File: src/rtl/bdar_pkg.sv
// ----------------------------------------------------------------------------
// bdar_pkg
// shared types and constants for the button debounce and auto-repeat block
// ----------------------------------------------------------------------------
`default_nettype none

package bdar_pkg;

    localparam int NUM_BUTTONS_DEF = 3;
    localparam int COUNT_WIDTH_DEF = 16;

    localparam int FIELD_W   = 3;
    localparam int CFG_W     = 16;
    localparam int CFG_IDX_W = 1;

    localparam logic [CFG_IDX_W-1:0] CFG_LONG_PRESS = 1'b0;
    localparam logic [CFG_IDX_W-1:0] CFG_REPEAT     = 1'b1;

    localparam logic [CFG_W-1:0] LONG_PRESS_RST = 16'd100;
    localparam logic [CFG_W-1:0] REPEAT_RST     = 16'd3;

    typedef struct packed {
        logic pressed;
        logic long_press;
        logic response;
    } t_lane_stat;

endpackage

`default_nettype wire

File: src/rtl/bdar_if.sv
// ----------------------------------------------------------------------------
// bdar_if
// valid/ready channels carrying sample words in and status words out
// ----------------------------------------------------------------------------
`default_nettype none

interface bdar_in_if
    import bdar_pkg::*;
();
    logic               valid;
    logic               ready;
    logic               sample_now;
    logic [FIELD_W-1:0] raw_levels;
    logic [FIELD_W-1:0] clear_response;

    modport source (output valid, output sample_now, output raw_levels,
                    output clear_response, input ready);
    modport sink   (input valid, input sample_now, input raw_levels,
                    input clear_response, output ready);
endinterface

interface bdar_out_if
    import bdar_pkg::*;
();
    logic               valid;
    logic               ready;
    logic [FIELD_W-1:0] pressed_mask;
    logic [FIELD_W-1:0] long_press_mask;
    logic [FIELD_W-1:0] response_mask;

    modport source (output valid, output pressed_mask, output long_press_mask,
                    output response_mask, input ready);
    modport sink   (input valid, input pressed_mask, input long_press_mask,
                    input response_mask, output ready);
endinterface

`default_nettype wire

File: src/rtl/bdar_lane.sv
// ----------------------------------------------------------------------------
// bdar_lane
// one button: three-sample debounce, hold countdown and response flag
// ----------------------------------------------------------------------------
`default_nettype none

module bdar_lane
    import bdar_pkg::*;
#(
    parameter int COUNT_WIDTH = COUNT_WIDTH_DEF
) (
    input  wire logic                   i_clk,
    input  wire logic                   i_rst_n,
    input  wire logic                   i_accept,
    input  wire logic                   i_sample,
    input  wire logic                   i_level,
    input  wire logic                   i_clear,
    input  wire logic [COUNT_WIDTH-1:0] i_long_ticks,
    input  wire logic [COUNT_WIDTH-1:0] i_repeat_ticks,
    output t_lane_stat                  o_stat
);

    logic [1:0]             r_hist,  n_hist;
    logic                   r_deb,   n_deb;
    logic [COUNT_WIDTH-1:0] r_cnt,   n_cnt;
    logic                   r_long,  n_long;
    logic                   r_resp,  n_resp;
    logic                   w_stable;

    assign w_stable = (i_level == r_hist[0]) && (i_level == r_hist[1]);

    always_comb begin
        n_hist = r_hist;
        n_deb  = r_deb;
        n_cnt  = r_cnt;
        n_long = r_long;
        n_resp = r_resp & ~i_clear;
        if (i_sample) begin
            n_hist = {r_hist[0], i_level};
            if (w_stable) begin
                if (r_deb != i_level) begin
                    n_deb = i_level;
                    if (!i_level) begin
                        n_cnt  = i_long_ticks;
                        n_resp = 1'b1;
                    end else begin
                        n_cnt  = '0;
                        n_long = 1'b0;
                    end
                end else if (!i_level) begin
                    // fires when the count is one or zero
                    if (r_cnt[COUNT_WIDTH-1:1] == '0) begin
                        n_long = 1'b1;
                        n_resp = 1'b1;
                        n_cnt  = i_repeat_ticks;
                    end else begin
                        n_cnt = r_cnt - 1'b1;
                    end
                end
            end
        end
    end

    always_ff @(posedge i_clk) begin
        if (!i_rst_n) begin
            r_hist <= 2'b00;
            r_deb  <= 1'b1;
            r_cnt  <= '0;
            r_long <= 1'b0;
            r_resp <= 1'b0;
        end else if (i_accept) begin
            r_hist <= n_hist;
            r_deb  <= n_deb;
            r_cnt  <= n_cnt;
            r_long <= n_long;
            r_resp <= n_resp;
        end
    end

    assign o_stat.pressed    = ~n_deb;
    assign o_stat.long_press = n_long;
    assign o_stat.response   = n_resp;

endmodule

`default_nettype wire

File: src/rtl/bdar_merge.sv
// ----------------------------------------------------------------------------
// bdar_merge
// gathers lane status into masks and holds them in the output register
// ----------------------------------------------------------------------------
`default_nettype none

module bdar_merge
    import bdar_pkg::*;
#(
    parameter int NUM_BUTTONS = NUM_BUTTONS_DEF
) (
    input  wire logic      i_clk,
    input  wire logic      i_rst_n,
    input  wire logic      i_accept,
    input  wire t_lane_stat i_stat [NUM_BUTTONS],
    output logic           o_in_ready,
    bdar_out_if.source     o_out
);

    logic [FIELD_W-1:0] w_pm, w_lm, w_rm;
    logic [FIELD_W-1:0] r_pm, r_lm, r_rm;
    logic               r_valid, n_valid;

    for (genvar i = 0; i < FIELD_W; i++) begin : g_bit
        if (i < NUM_BUTTONS) begin : g_lane
            assign w_pm[i] = i_stat[i].pressed;
            assign w_lm[i] = i_stat[i].long_press;
            assign w_rm[i] = i_stat[i].response;
        end else begin : g_none
            assign w_pm[i] = 1'b0;
            assign w_lm[i] = 1'b0;
            assign w_rm[i] = 1'b0;
        end
    end

    assign o_in_ready = !r_valid || o_out.ready;

    always_comb begin
        n_valid = r_valid;
        if (i_accept) begin
            n_valid = 1'b1;
        end else if (o_out.ready) begin
            n_valid = 1'b0;
        end
    end

    always_ff @(posedge i_clk) begin
        if (!i_rst_n) begin
            r_valid <= 1'b0;
        end else begin
            r_valid <= n_valid;
        end
    end

    always_ff @(posedge i_clk) begin
        if (i_accept) begin
            r_pm <= w_pm;
            r_lm <= w_lm;
            r_rm <= w_rm;
        end
    end

    assign o_out.valid           = r_valid;
    assign o_out.pressed_mask    = r_pm;
    assign o_out.long_press_mask = r_lm;
    assign o_out.response_mask   = r_rm;

endmodule

`default_nettype wire

File: src/rtl/button_debounce_auto_repeat.sv
// ----------------------------------------------------------------------------
// button_debounce_auto_repeat
// debounced active-low buttons with long-press auto-repeat, one lane each
//
//  port          dir   handshake       word
//  i_in          in    valid/ready     sample_now, raw_levels, clear_response
//  o_out         out   valid/ready     pressed_mask, long_press_mask,
//                                      response_mask
//  i_cfg_*       in    write enable    register index, 16-bit data
//
//  one word per clock while i_in.ready is high; every lane updates in the
//  accept cycle and the merged masks appear in the output register on the
//  next cycle, through the single output register
//  i_in.ready is low only while the output register is full and not taken
//  synchronous active-low reset: history zero, levels released, counts zero
// ----------------------------------------------------------------------------
`default_nettype none

module button_debounce_auto_repeat
    import bdar_pkg::*;
#(
    parameter int NUM_BUTTONS = NUM_BUTTONS_DEF,
    parameter int COUNT_WIDTH = COUNT_WIDTH_DEF
) (
    input  wire logic                 i_clk,
    input  wire logic                 i_rst_n,
    bdar_in_if.sink                   i_in,
    bdar_out_if.source                o_out,
    input  wire logic                 i_cfg_we,
    input  wire logic [CFG_IDX_W-1:0] i_cfg_idx,
    input  wire logic [CFG_W-1:0]     i_cfg_wdata
);

    logic [CFG_W-1:0]       r_long_ticks;
    logic [CFG_W-1:0]       r_repeat_ticks;
    logic [COUNT_WIDTH-1:0] w_long_ticks;
    logic [COUNT_WIDTH-1:0] w_repeat_ticks;
    logic                   w_ready;
    logic                   w_accept;
    t_lane_stat             w_stat [NUM_BUTTONS];

    always_ff @(posedge i_clk) begin
        if (!i_rst_n) begin
            r_long_ticks   <= LONG_PRESS_RST;
            r_repeat_ticks <= REPEAT_RST;
        end else if (i_cfg_we) begin
            unique case (i_cfg_idx)
                CFG_LONG_PRESS: r_long_ticks   <= i_cfg_wdata;
                CFG_REPEAT:     r_repeat_ticks <= i_cfg_wdata;
                default: ;
            endcase
        end
    end

    assign w_long_ticks   = COUNT_WIDTH'(r_long_ticks);
    assign w_repeat_ticks = COUNT_WIDTH'(r_repeat_ticks);

    assign i_in.ready = w_ready;
    assign w_accept   = i_in.valid && w_ready;

    for (genvar b = 0; b < NUM_BUTTONS; b++) begin : g_lane
        logic w_level;
        logic w_clear;

        if (b < FIELD_W) begin : g_pin
            assign w_level = i_in.raw_levels[b];
            assign w_clear = i_in.clear_response[b];
        end else begin : g_nopin
            assign w_level = 1'b0;
            assign w_clear = 1'b0;
        end

        bdar_lane #(
            .COUNT_WIDTH (COUNT_WIDTH)
        ) u_lane (
            .i_clk          (i_clk),
            .i_rst_n        (i_rst_n),
            .i_accept       (w_accept),
            .i_sample       (i_in.sample_now),
            .i_level        (w_level),
            .i_clear        (w_clear),
            .i_long_ticks   (w_long_ticks),
            .i_repeat_ticks (w_repeat_ticks),
            .o_stat         (w_stat[b])
        );
    end

    bdar_merge #(
        .NUM_BUTTONS (NUM_BUTTONS)
    ) u_merge (
        .i_clk      (i_clk),
        .i_rst_n    (i_rst_n),
        .i_accept   (w_accept),
        .i_stat     (w_stat),
        .o_in_ready (w_ready),
        .o_out      (o_out)
    );

endmodule

`default_nettype wire
File: src/flat_wrapper.sv
// flat-port wrapper written by rule: the top's interface ports become plain ports
module button_debounce_auto_repeat_flat import bdar_pkg::*;
#(
    parameter int NUM_BUTTONS = NUM_BUTTONS_DEF,
    parameter int COUNT_WIDTH = COUNT_WIDTH_DEF
)
  (i_clk, i_rst_n, i_cfg_we, i_cfg_idx, i_cfg_wdata, i_in_valid, i_in_sample_now, i_in_raw_levels, i_in_clear_response, i_in_ready, o_out_valid, o_out_pressed_mask, o_out_long_press_mask, o_out_response_mask, o_out_ready);
  bdar_in_if i_in_i ();
  bdar_out_if o_out_i ();
  input  wire logic i_clk;
  input  wire logic i_rst_n;
  input  wire logic i_cfg_we;
  input  wire logic [CFG_IDX_W-1:0] i_cfg_idx;
  input  wire logic [CFG_W-1:0] i_cfg_wdata;
  input wire logic [$bits(i_in_i.valid)-1:0] i_in_valid;
  input wire logic [$bits(i_in_i.sample_now)-1:0] i_in_sample_now;
  input wire logic [$bits(i_in_i.raw_levels)-1:0] i_in_raw_levels;
  input wire logic [$bits(i_in_i.clear_response)-1:0] i_in_clear_response;
  output wire logic [$bits(i_in_i.ready)-1:0] i_in_ready;
  output wire logic [$bits(o_out_i.valid)-1:0] o_out_valid;
  output wire logic [$bits(o_out_i.pressed_mask)-1:0] o_out_pressed_mask;
  output wire logic [$bits(o_out_i.long_press_mask)-1:0] o_out_long_press_mask;
  output wire logic [$bits(o_out_i.response_mask)-1:0] o_out_response_mask;
  input wire logic [$bits(o_out_i.ready)-1:0] o_out_ready;
  assign i_in_i.valid = i_in_valid;
  assign i_in_i.sample_now = i_in_sample_now;
  assign i_in_i.raw_levels = i_in_raw_levels;
  assign i_in_i.clear_response = i_in_clear_response;
  assign i_in_ready = i_in_i.ready;
  assign o_out_valid = o_out_i.valid;
  assign o_out_pressed_mask = o_out_i.pressed_mask;
  assign o_out_long_press_mask = o_out_i.long_press_mask;
  assign o_out_response_mask = o_out_i.response_mask;
  assign o_out_i.ready = o_out_ready;
  button_debounce_auto_repeat #(.NUM_BUTTONS(NUM_BUTTONS), .COUNT_WIDTH(COUNT_WIDTH)) u_core (.i_clk(i_clk), .i_rst_n(i_rst_n), .i_in(i_in_i), .o_out(o_out_i), .i_cfg_we(i_cfg_we), .i_cfg_idx(i_cfg_idx), .i_cfg_wdata(i_cfg_wdata));
endmodule
File: config.mk
export PLATFORM = sky130hd
export DESIGN_NAME = button_debounce_auto_repeat_flat
export DESIGN_NICKNAME = d
export VERILOG_FILES = /design/src/rtl/bdar_pkg.sv /design/src/rtl/bdar_if.sv /design/src/rtl/bdar_lane.sv /design/src/rtl/bdar_merge.sv /design/src/rtl/button_debounce_auto_repeat.sv /design/src/flat_wrapper.sv
export SDC_FILE = /design/constraint.sdc
export NUM_CORES = 1
export LEC_CHECK = 0
export BUFFER_PORTS_ARGS = -buffer_cell sky130_fd_sc_hd__buf_2
export CAP_MARGIN = 40
export CORE_MARGIN = 1
export CORE_UTILIZATION = 50
export DETAILED_ROUTE_END_ITERATION = 7
export PLACE_DENSITY = 0.69
export SLEW_MARGIN = 20
export SYNTH_ARGS = -nofsm -noshare
export SYNTH_HDL_FRONTEND = slang
export SYNTH_SLANG_ARGS = --single-unit
File: constraint.sdc
create_clock -name i_clk -period 4.5 [get_ports i_clk]
set_input_delay 0.675 -clock i_clk [delete_from_list [all_inputs] [get_ports i_clk]]
set_output_delay 0.675 -clock i_clk [all_outputs]
set_load 0.005 [all_outputs]
==> results of run 1 <==
[worst paths after layout]
check	from	to	cells after the start
min reg2reg	u_core.g_lane[2].u_lane.r_cnt[10]	u_core.g_lane[2].u_lane.r_cnt[10]	2
max reg2reg	u_core.g_lane[0].u_lane.r_cnt[9]	u_core.g_lane[0].u_lane.r_cnt[1]	5
max	u_core.g_lane[0].u_lane.r_cnt[9]	u_core.g_lane[0].u_lane.r_cnt[1]	5
min	u_core.g_lane[2].u_lane.r_cnt[10]	u_core.g_lane[2].u_lane.r_cnt[10]	2
[power by group through the flow]
stage	sequential, mW	combinational [mW]	clock (mW)
detailed placement	1.06	0.553	0
global placement	1.06	0.536	0
floorplan	1.03	0.419	0
CTS	1.04	0.557	0.768
global route	1.04	0.629	0.802
finish	1.04	0.568	0.756
[cells by family (layout without fill, tap and decap cells)]
group	Yosys count	count (layout)	share of synthesized area, %
fa+ha+maj	6	6	1.31
simple gates	282	282	24.5
xor+xnor	8	8	1.23
buf+inv	70	89	4.64
compound gates	241	241	28.2
flops	105	105	38.4
mux	10	10	1.77
[routing by layer]
layer | up-vias | wire [um]
met5 | - | 0
met4 | 0 | 815
met3 | 55 | 1840
met2 | 317 | 8140
met1 | 2773 | 7430
li1 | 2734 | -
[flip-flops by register name, summed over array words and instances, names as in the netlist]
signal and flops:
u_core.g_lane.u_lane.r_cnt 48, u_core.g_lane.u_lane.r_deb 3, u_core.g_lane.u_lane.r_hist 6, u_core.g_lane.u_lane.r_long 3, u_core.g_lane.u_lane.r_resp 3, u_core.r_long_ticks 16, u_core.r_repeat_ticks 16, u_core.u_merge.o_out.long_press_mask 3
u_core.u_merge.o_out.pressed_mask 3, u_core.u_merge.o_out.response_mask 3, u_core.u_merge.o_out.valid 1
[placed cells by master, fill, tap and decap left out, drive strengths merged, types with 17 or more instances in the layout]
cell type  synthesis  final
a221oi            18     18
nor3              25     25
dfxtp             96     96
buf                2     51
inv               22     25
a21oi             81     81
nand2            114    114
o21ai             43     43
nor4              17     17
nor2              43     43
[final cells by class]
class                      instances  area, um2  share of cell area [%]
multi-input combinational        547       3260                    52.0
timing repair buffer              52        287                    4.57
sequential                       105       2190                    35.0
clock inverter                     6       51.3                   0.818
clock buffer                       9        225                    3.59
inverter                          22       82.6                    1.32
tap                              140        175                    2.79
[worst max-delay path, delay by kind of cell, from the launching register on]
family           cells  cell delay (ns)
flip-flops           1             0.36
AND/OR/NAND/NOR      3             2.02
AO/OA/AOI/OAI        2             0.48
[cells in the mapped netlist, types with 11 or more instances]
| library cell | instances |
|---|---|
| or3_1 | 11 |
| dfxtp_1 | 96 |
| nor4_1 | 14 |
| o22ai_1 | 13 |
| o21ai_0 | 41 |
| nor2_1 | 43 |
| inv_1 | 22 |
| nand3_1 | 16 |
| clkbuf_1 | 46 |
| nand2_1 | 114 |
| a21oi_1 | 81 |
| nor3_1 | 24 |
| a221oi_1 | 14 |
[per-stage QoR]
stage | utilization (%) | setup WS [ns] | power [mW] | area [um2]
detailed placement | 54.5 | 1.59 | 1.61 | 5990
global route | 57.1 | 1.34 | 2.48 | 6270
finish | 57.1 | 1.56 | 2.37 | 6270
CTS | 57.0 | 1.63 | 2.36 | 6260
floorplan | - | 2.19 | 1.45 | 5720
global placement | 54.2 | 1.35 | 1.59 | 5960
==> flow_summary.ini, run 1 <==
[logic_synthesis]
synth.area.top_cells = dfxtp_1 34%, nand2_1 7.5%, a21oi_1 7.1%
synth-seq-cells = 105
synth_cell_type_count = 68
syn_area_mm2 = 0.00572
syn_inst = 722
synth_top_area_cell = dfxtp_1
ys_seq_area_share_pct = 38.4
async_flop_share_pct = 0
synth-edff-count = 9
syn_nets = 757
yosys_warnings = 0
synth_top_area_share_pct = 33.6
synth.avg_cell_area_um2 = 7.92
synth_ff_type = dfxtp_1

[pwr]
power_frac_seq_pct = 44.1
p_switching_mw = 0.792
power.share.clock_pct = 31.9
vdd_ir_drop_max_mv = 0.317
p_leak_nw = 2.47
switching_share_pct = 33.5
cell_internal_pwr_mw = 1.57
combPwrFrac_pct = 24.0
pwr_density_cell_mw_per_mm2 = 377

[sta]
maxSlewHeadroom_pct = 47.9
finalCriticalPeriod_ns = 2.94
skew_ns = 0.00700
worstMarginPinSlew_ns = 0.781
period_share_pct = 65.3
finalHoldViolCount = 0
finalSetupViolCount = 0
rsz0062_at_grt = no
max_freq_mhz = 340
setup_tns_ns = 0
hold_ws_ns = 0.479
report.final.slew_viol_count = 0

[clock_tree]
cts_tree = done
cts-resized-gates = 0
cts_root_buf = clkbuf_16
htreeDepth = 3
numCtsBuffers = 9
postCtsSetupRepairBufs = 0
clk_pin_slew_ns = 0.07
postCtsHoldBufs = 0
clockBufferDepth = 2
clock_latency_ns = 0.36
clkSinkCount = 105

[cells_and_area]
stdcell_count = 881
areaGrowthSynthToFinish_pct = 9.72
n_fill_cell = 1024
nets = 772
antenna_cells = 0
drive_gt1_share_pct = 11.5

[grt]
grt.met2_usage_pct = 49.4
grt_usage_pct = 32.5
antenna_found_initial = 0
grt_pass1_wl_um = 28800
met3_usage_pct = 9.15
grt_max_degree = 45
grtUsageMet1_pct = 42.0
grt.busiest_layer = met2
gr-total-overflow = 0
grt_pass1_vias = 5384

[die]
die_area_mm2 = 0.0119
ios = 40
die_w_um = 109
chipHeight_um = 109
coreArea_mm2 = 0.0110
initial_core_util_pct = 52.0
num_rows = 38

[critical_path]
cp_max_fo = 16
worstPathArrival_ns = 3.21
crit_top_cell = a221oi_1
start_kind = flip-flop
crit_required_ns = 4.77
criticalPathCategory = reg -> reg
crit_chain = nor4_1, nand4_1, nor2_1, a221oi_1, a221oi_1
endpoint_kind = flip-flop
r2r_slack_ns = 1.56
max_stage_delay_ns = 0.78
crit_path_top_delay_cell = nor2_1

[worst_hold_path]
min_path_type = reg -> reg

[route]
num_vias = 5879
wire_per_inst_um = 20.7
drt_iter0_drc = 574
drt_pass1_iterations = 6
wl_um = 18200
drc = 0
via_per_inst = 6.67
detail-route-antenna-nets = 0

[place]
hpwl_um = 12500
place_inst = 865
io_buffer_count = 39
place.gp.congestion = 0.920

[run]
cap_violations = 0

[outcome]
run_status = complete, no violations
No activity file was read; power rests on OpenSTA's default activity.
==> inputs of run 2 (changes only) <==
--- a/config.mk
+++ b/config.mk
@@ -5,12 +5,13 @@
 export SDC_FILE = /design/constraint.sdc
 export NUM_CORES = 1
 export LEC_CHECK = 0
+export ABC_AREA = 1
 export BUFFER_PORTS_ARGS = -buffer_cell sky130_fd_sc_hd__buf_2
 export CAP_MARGIN = 40
 export CORE_MARGIN = 1
 export CORE_UTILIZATION = 50
 export DETAILED_ROUTE_END_ITERATION = 7
-export PLACE_DENSITY = 0.69
+export PLACE_DENSITY = 0.71
 export SLEW_MARGIN = 20
 export SYNTH_ARGS = -nofsm -noshare
 export SYNTH_HDL_FRONTEND = slang
==> constraint.sdc (replaced) <==
create_clock -name i_clk -period 2.5 [get_ports i_clk]
set_input_delay 0.375 -clock i_clk [delete_from_list [all_inputs] [get_ports i_clk]]
set_output_delay 0.375 -clock i_clk [all_outputs]
set_load 0.005 [all_outputs]
==> run 2 against run 1 <==
Net effect: utilization down 0.56 points; area after synthesis rose by 8.3%; die area is 8.2% higher; first-iteration DRC count down 19%; via count is 5.6% higher; clock power rose by 85%; sequential cell count unchanged; final cell count up 35%; global-route usage down 4.1 points; power rose by 92%.
==> flow_summary.ini, run 2 <==
[outcome]
run_status = complete, no violations

[grt]
grt_pass1_wl_um = 28500
grt_max_degree = 75
grt_usage_pct = 28.5
grt_pass1_vias = 5681
gr-total-overflow = 0
antenna_found_initial = 0

[cells_and_area]
top_register = u_core.g_lane.u_lane.r_cnt
antenna_cells = 0
nets = 1051
final_cell_mix = 232 x nand2_1, 126 x inv_1, 118 x nor2_1, 113 x a21oi_1, 100 x nand3_1
reg_top3 = u_core.g_lane.u_lane.r_cnt: 48 flops, u_core.r_long_ticks: 16 flops, u_core.r_repeat_ticks: 16 flops
largest_reg_flops = 48
stdcell_count = 1189
areaGrowthSynthToFinish_pct = 10.1
n_fill_cell = 1227
final_util_pct = 56.5
final_common_cell = nand2_1
drive_gt1_share_pct = 10.4

[logic_synthesis]
syn_area_mm2 = 0.00619
synthAdderAreaFrac_pct = 1.21
async_flop_share_pct = 0
synth-edff-count = 9
synth_top_area_cell = dfxtp_1
synth_ff_type = dfxtp_1
syn_inst = 988
synth.area.top_cells = dfxtp_1 31%, nand2_1 14%, a21oi_1 9.1%
syn_nets = 1023
synth_xor_area_share_pct = 0.707
synth_top_family_by_area = simple AND/OR/NAND/NOR gates
ys_seq_area_share_pct = 35.4
synth.avg_cell_area_um2 = 6.27
synth-compound-area-share_pct = 17.3
yosys.cell_count.top_type = nand2_1
yosys_warnings = 0
synth_cell_type_count = 28
synth_commonest_cells = 232 x nand2_1, 126 x inv_1, 118 x nor2_1
synth-simple-area-share_pct = 34.2
synth-seq-cells = 105
synthMuxAreaShare_pct = 0
synth_top_area_share_pct = 31.0

[route]
drt_pass1_iterations = 5
drc = 0
wire_per_inst_um = 14.6
num_vias = 6210
wl_um = 17300
detail-route-antenna-nets = 0
drt_iter0_drc = 463
via_per_inst = 5.22

[sta]
finalHoldViolCount = 0
skew_ns = 0.0160
maxSlewHeadroom_pct = 51.6
worstMarginPinSlew_ns = 0.725
finalCriticalPeriod_ns = 2.00
rsz0062_at_grt = no
report.final.slew_viol_count = 0
period_share_pct = 79.8
finalSetupViolCount = 0
setup_tns_ns = 0
max_freq_mhz = 501

[critical_path]
crit_chain = ha_1, inv_1, nor2_1, inv_1, o21ai_0, nor2_1, a21oi_1
max_stage_delay_ns = 0.54
endpoint_kind = flip-flop
criticalPathCategory = reg -> reg
crit_required_ns = 2.79
worstPathArrival_ns = 2.29
cp_max_fo = 11
crit_path_top_delay_cell = nor2_1
start_kind = flip-flop

[pwr]
vdd_ir_drop_max_mv = 0.339
pwr_density_cell_mw_per_mm2 = 666
total_power_mw = 4.54
p_leak_nw = 3.42

[place]
place_inst = 1173
io_buffer_count = 39
place.gp.congestion = 0.912
hpwl_um = 12700

[clock_tree]
postCtsSetupRepairBufs = 0
postCtsHoldBufs = 0
htreeDepth = 3
cts-resized-gates = 0
clockBufferDepth = 2
clock_latency_ns = 0.36
cts_tree = done
clk_pin_slew_ns = 0.08
numCtsBuffers = 9
clkSinkCount = 105
cts_root_buf = clkbuf_16

[die]
die_w_um = 113
num_rows = 40
initial_core_util_pct = 51.3
ios = 40
coreArea_mm2 = 0.0121
die_area_mm2 = 0.0128
chipHeight_um = 113

[worst_hold_path]
min_path_type = in -> reg

[run]
cap_violations = 0
==> run 2: path summary, 6_finish.rpt <==
kind / slack, ns / from / cells after the start / end
worst max-delay path: 0.50 / u_core.g_lane[2].u_lane.r_deb / 7 / u_core.g_lane[2].u_lane.r_cnt[9]
worst max register to register: 0.50 / u_core.g_lane[2].u_lane.r_deb / 7 / u_core.g_lane[2].u_lane.r_cnt[9]
worst min register to register: 0.50 / u_core.u_merge.o_out.valid / 2 / u_core.u_merge.o_out.valid
worst min-delay path: 0.26 / i_cfg_wdata[12] / 3 / u_core.r_long_ticks[12]
==> run 2: critical path: cells and delay by family (launching register included) <==
kind | cells | cell delay [ns]
fa+ha+maj | 1 | 0.35
compound gates | 2 | 0.31
flops | 1 | 0.33
buf+inv | 2 | 0.34
simple gates | 2 | 0.60
==> run 2: kinds of logic (layout without fill, tap and decap cells) <==
group / after synthesis / in the layout
flops: 105 / 105
compound gates: 211 / 211
xor+xnor: 5 / 5
simple gates: 491 / 491
fa+ha+maj: 6 / 6
buf+inv: 170 / 203
==> run 2: layer usage <==
metal	part of all wire (%)	vias to the layer above	global-route usage, %
met5	0	-	0
met4	2.2	0	11.6
met3	6.6	26	3.80
met2	45	177	45.6
met1	46	2777	38.7
li1	-	3230	-
==> run 2: power by group <==
part	switching (mW)	internal, mW	leakage [nW]
Clock	0.701	0.694	0.140
Combinational	0.832	0.423	2.40
Sequential	0.0926	1.80	0.877
Total	1.63	2.92	3.42
==> run 2: area by class of cell <==
type / instances / area (um2) / share of cell area [%]
Clock buffer: 9 / 225 / 3.30
Clock inverter: 7 / 62.6 / 0.917
Inverter: 132 / 495 / 7.27
Multi-Input combinational cell: 713 / 3310 / 48.5
Sequential cell: 105 / 2190 / 32.1
Tap cell: 168 / 210 / 3.08
Timing Repair Buffer: 55 / 328 / 4.81
==> run 2: through the flow <==
stage / area, um2 / hold slack, ns / setup slack [ns]
floorplan: 6190 / 0.454 / 0.948
finish: 6820 / 0.262 / 0.504
detailed placement: 6530 / 0.493 / 0.360
CTS: 6820 / 0.261 / 0.500
global placement: 6530 / 0.483 / 0.389
global route: 6820 / 0.258 / 0.188
==> inputs of run 3 (changes only) <==
==> constraint.sdc (replaced) <==
create_clock -name i_clk -period 1.8 [get_ports i_clk]
set_input_delay 0.27 -clock i_clk [delete_from_list [all_inputs] [get_ports i_clk]]
set_output_delay 0.27 -clock i_clk [all_outputs]
set_load 0.005 [all_outputs]
==> run 3 against run 2 <==
Net effect: critical path depth up 2; first-iteration DRC count up 30%; maximum frequency up 21%.
==> flow_summary.ini, run 3 (synthesis results as in run 2) <==
[cells_and_area]
nets = 1065
final_cell_mix = 232 x nand2_1, 126 x inv_1, 118 x nor2_1, 113 x a21oi_1, 100 x nand3_1
final_common_cell = nand2_1
antenna_cells = 0
largest_reg_flops = 48
areaGrowthSynthToFinish_pct = 11.8
top_register = u_core.g_lane.u_lane.r_cnt
n_fill_cell = 1200
drive_gt1_share_pct = 11.4
reg_top3 = u_core.g_lane.u_lane.r_cnt: 48 flops, u_core.r_long_ticks: 16 flops, u_core.r_repeat_ticks: 16 flops

[sta]
rsz0062_at_grt = no
worstMarginPinSlew_ns = 0.704
skew_ns = 0.00864
report.final.slew_viol_count = 0
worst_slack_ns = 0.154
maxSlewHeadroom_pct = 53.0
finalCriticalPeriod_ns = 1.65
period_share_pct = 91.4
finalSetupViolCount = 0
finalHoldViolCount = 0
max_freq_mhz = 608
setup_tns_ns = 0
hold_ws_ns = 0.134

[clock_tree]
clock_latency_ns = 0.36
postCtsHoldBufs = 0
clk_pin_slew_ns = 0.07
cts_tree = done
htreeDepth = 3
cts-resized-gates = 0
numCtsBuffers = 9
cts_root_buf = clkbuf_16
postCtsSetupRepairBufs = 0
clockBufferDepth = 2
clkSinkCount = 105

[pwr]
vdd_ir_drop_max_mv = 0.888
power.share.clock_pct = 29.8
cell_internal_pwr_mw = 4.09
switching_share_pct = 35.3
total_power_mw = 6.32
combPwrFrac_pct = 28.6
power_frac_seq_pct = 41.6
pwr_density_cell_mw_per_mm2 = 913
p_switching_mw = 2.23
p_leak_nw = 3.48

[critical_path]
endpoint_kind = flip-flop
crit_required_ns = 2.10
worstPathArrival_ns = 1.94
cp_max_fo = 12
criticalPathCategory = reg -> reg
r2r_slack_ns = 0.15
start_kind = flip-flop

[route]
num_vias = 6386
drt_pass1_iterations = 6
via_per_inst = 5.31
wire_per_inst_um = 14.9
drt_iter0_drc = 603
wl_um = 17900
drc = 0
detail-route-antenna-nets = 0

[place]
pre_cts_slack_ns = 0.0474
io_buffer_count = 39
hpwl_um = 13300
place.gp.congestion = 0.942

[die]
die_area_mm2 = 0.0128
num_rows = 40
ios = 40
coreArea_mm2 = 0.0121
die_w_um = 113
chipHeight_um = 113
initial_core_util_pct = 51.3

[grt]
antenna_found_initial = 0
gr-total-overflow = 0
grt_usage_pct = 29.6
grt_max_degree = 64
grt_pass1_wl_um = 29500
grt_pass1_vias = 6038

[worst_hold_path]
min_path_type = in -> reg

[outcome]
run_status = complete, no violations

[run]
cap_violations = 0
[run 3: cell count changes in the layout (fill, tap and decap cells not counted), sizes merged]
cell / previous run / this run
clkinv: 4 / 3
buf: 55 / 69
clkinvlp: 1 / 0
clkbuf: 9 / 11
[run 3: worst paths after layout]
path                                                     from  cells past startpoint                                to
worst min-delay path                           i_cfg_wdata[6]                      3            u_core.r_long_ticks[6]
worst min register to register  u_core.g_lane[1].u_lane.r_deb                      2     u_core.g_lane[1].u_lane.r_deb
worst max register to register  u_core.g_lane[0].u_lane.r_deb                      9  u_core.g_lane[0].u_lane.r_cnt[9]
worst max-delay path            u_core.g_lane[0].u_lane.r_deb                      9  u_core.g_lane[0].u_lane.r_cnt[9]
[run 3: power by group through the flow]
stage,sequential [mW],combinational [mW],clock [mW]
3_3_place_gp,2.68,1.77,0
2_1_floorplan,2.64,1.34,0
3_5_place_dp,2.68,1.79,0
4_1_cts,2.62,1.80,1.91
5_1_grt,2.65,2.05,2.02
6_report,2.63,1.81,1.88
[run 3: metal layers]
metal / vias up / share of wire (%) / GRT usage, %
met5: - / 0 / 0
met3: 43 / 8.4 / 6.59
met1: 2849 / 42 / 37.4
met4: 0 / 2.9 / 10.8
li1: 3250 / - / -
met2: 244 / 46 / 49.4
[run 3: cell type report]
class / count / area [um2] / area share [%]
repair buffers: 69 / 445 / 6.44
well taps: 168 / 210 / 3.04
inverters: 132 / 495 / 7.16
flip-flops and latches: 105 / 2190 / 31.7
clock buffers: 11 / 233 / 3.36
multi-input cells: 713 / 3310 / 47.8
clock inverters: 5 / 40.0 / 0.578
[run 3: critical path, stage by stage, from the launching register on]
cell and delay, ns:
dfxtp_1 0.33, ha_1 0.33, inv_1 0.16, buf_4 0.23, nand3_1 0.18, inv_1 0.11
nand2_1 0.05, nand2_1 0.07, nor2_1 0.04, nor2_1 0.09
[run 3: metrics by stage]
stage	area [um2]	std cells	utilization (%)
finish	6920	1203	57.4
global route	6920	1203	57.4
CTS	6920	1203	57.4
detailed placement	6650	1187	55.1
global placement	6650	1187	55.1
floorplan	6190	988	-
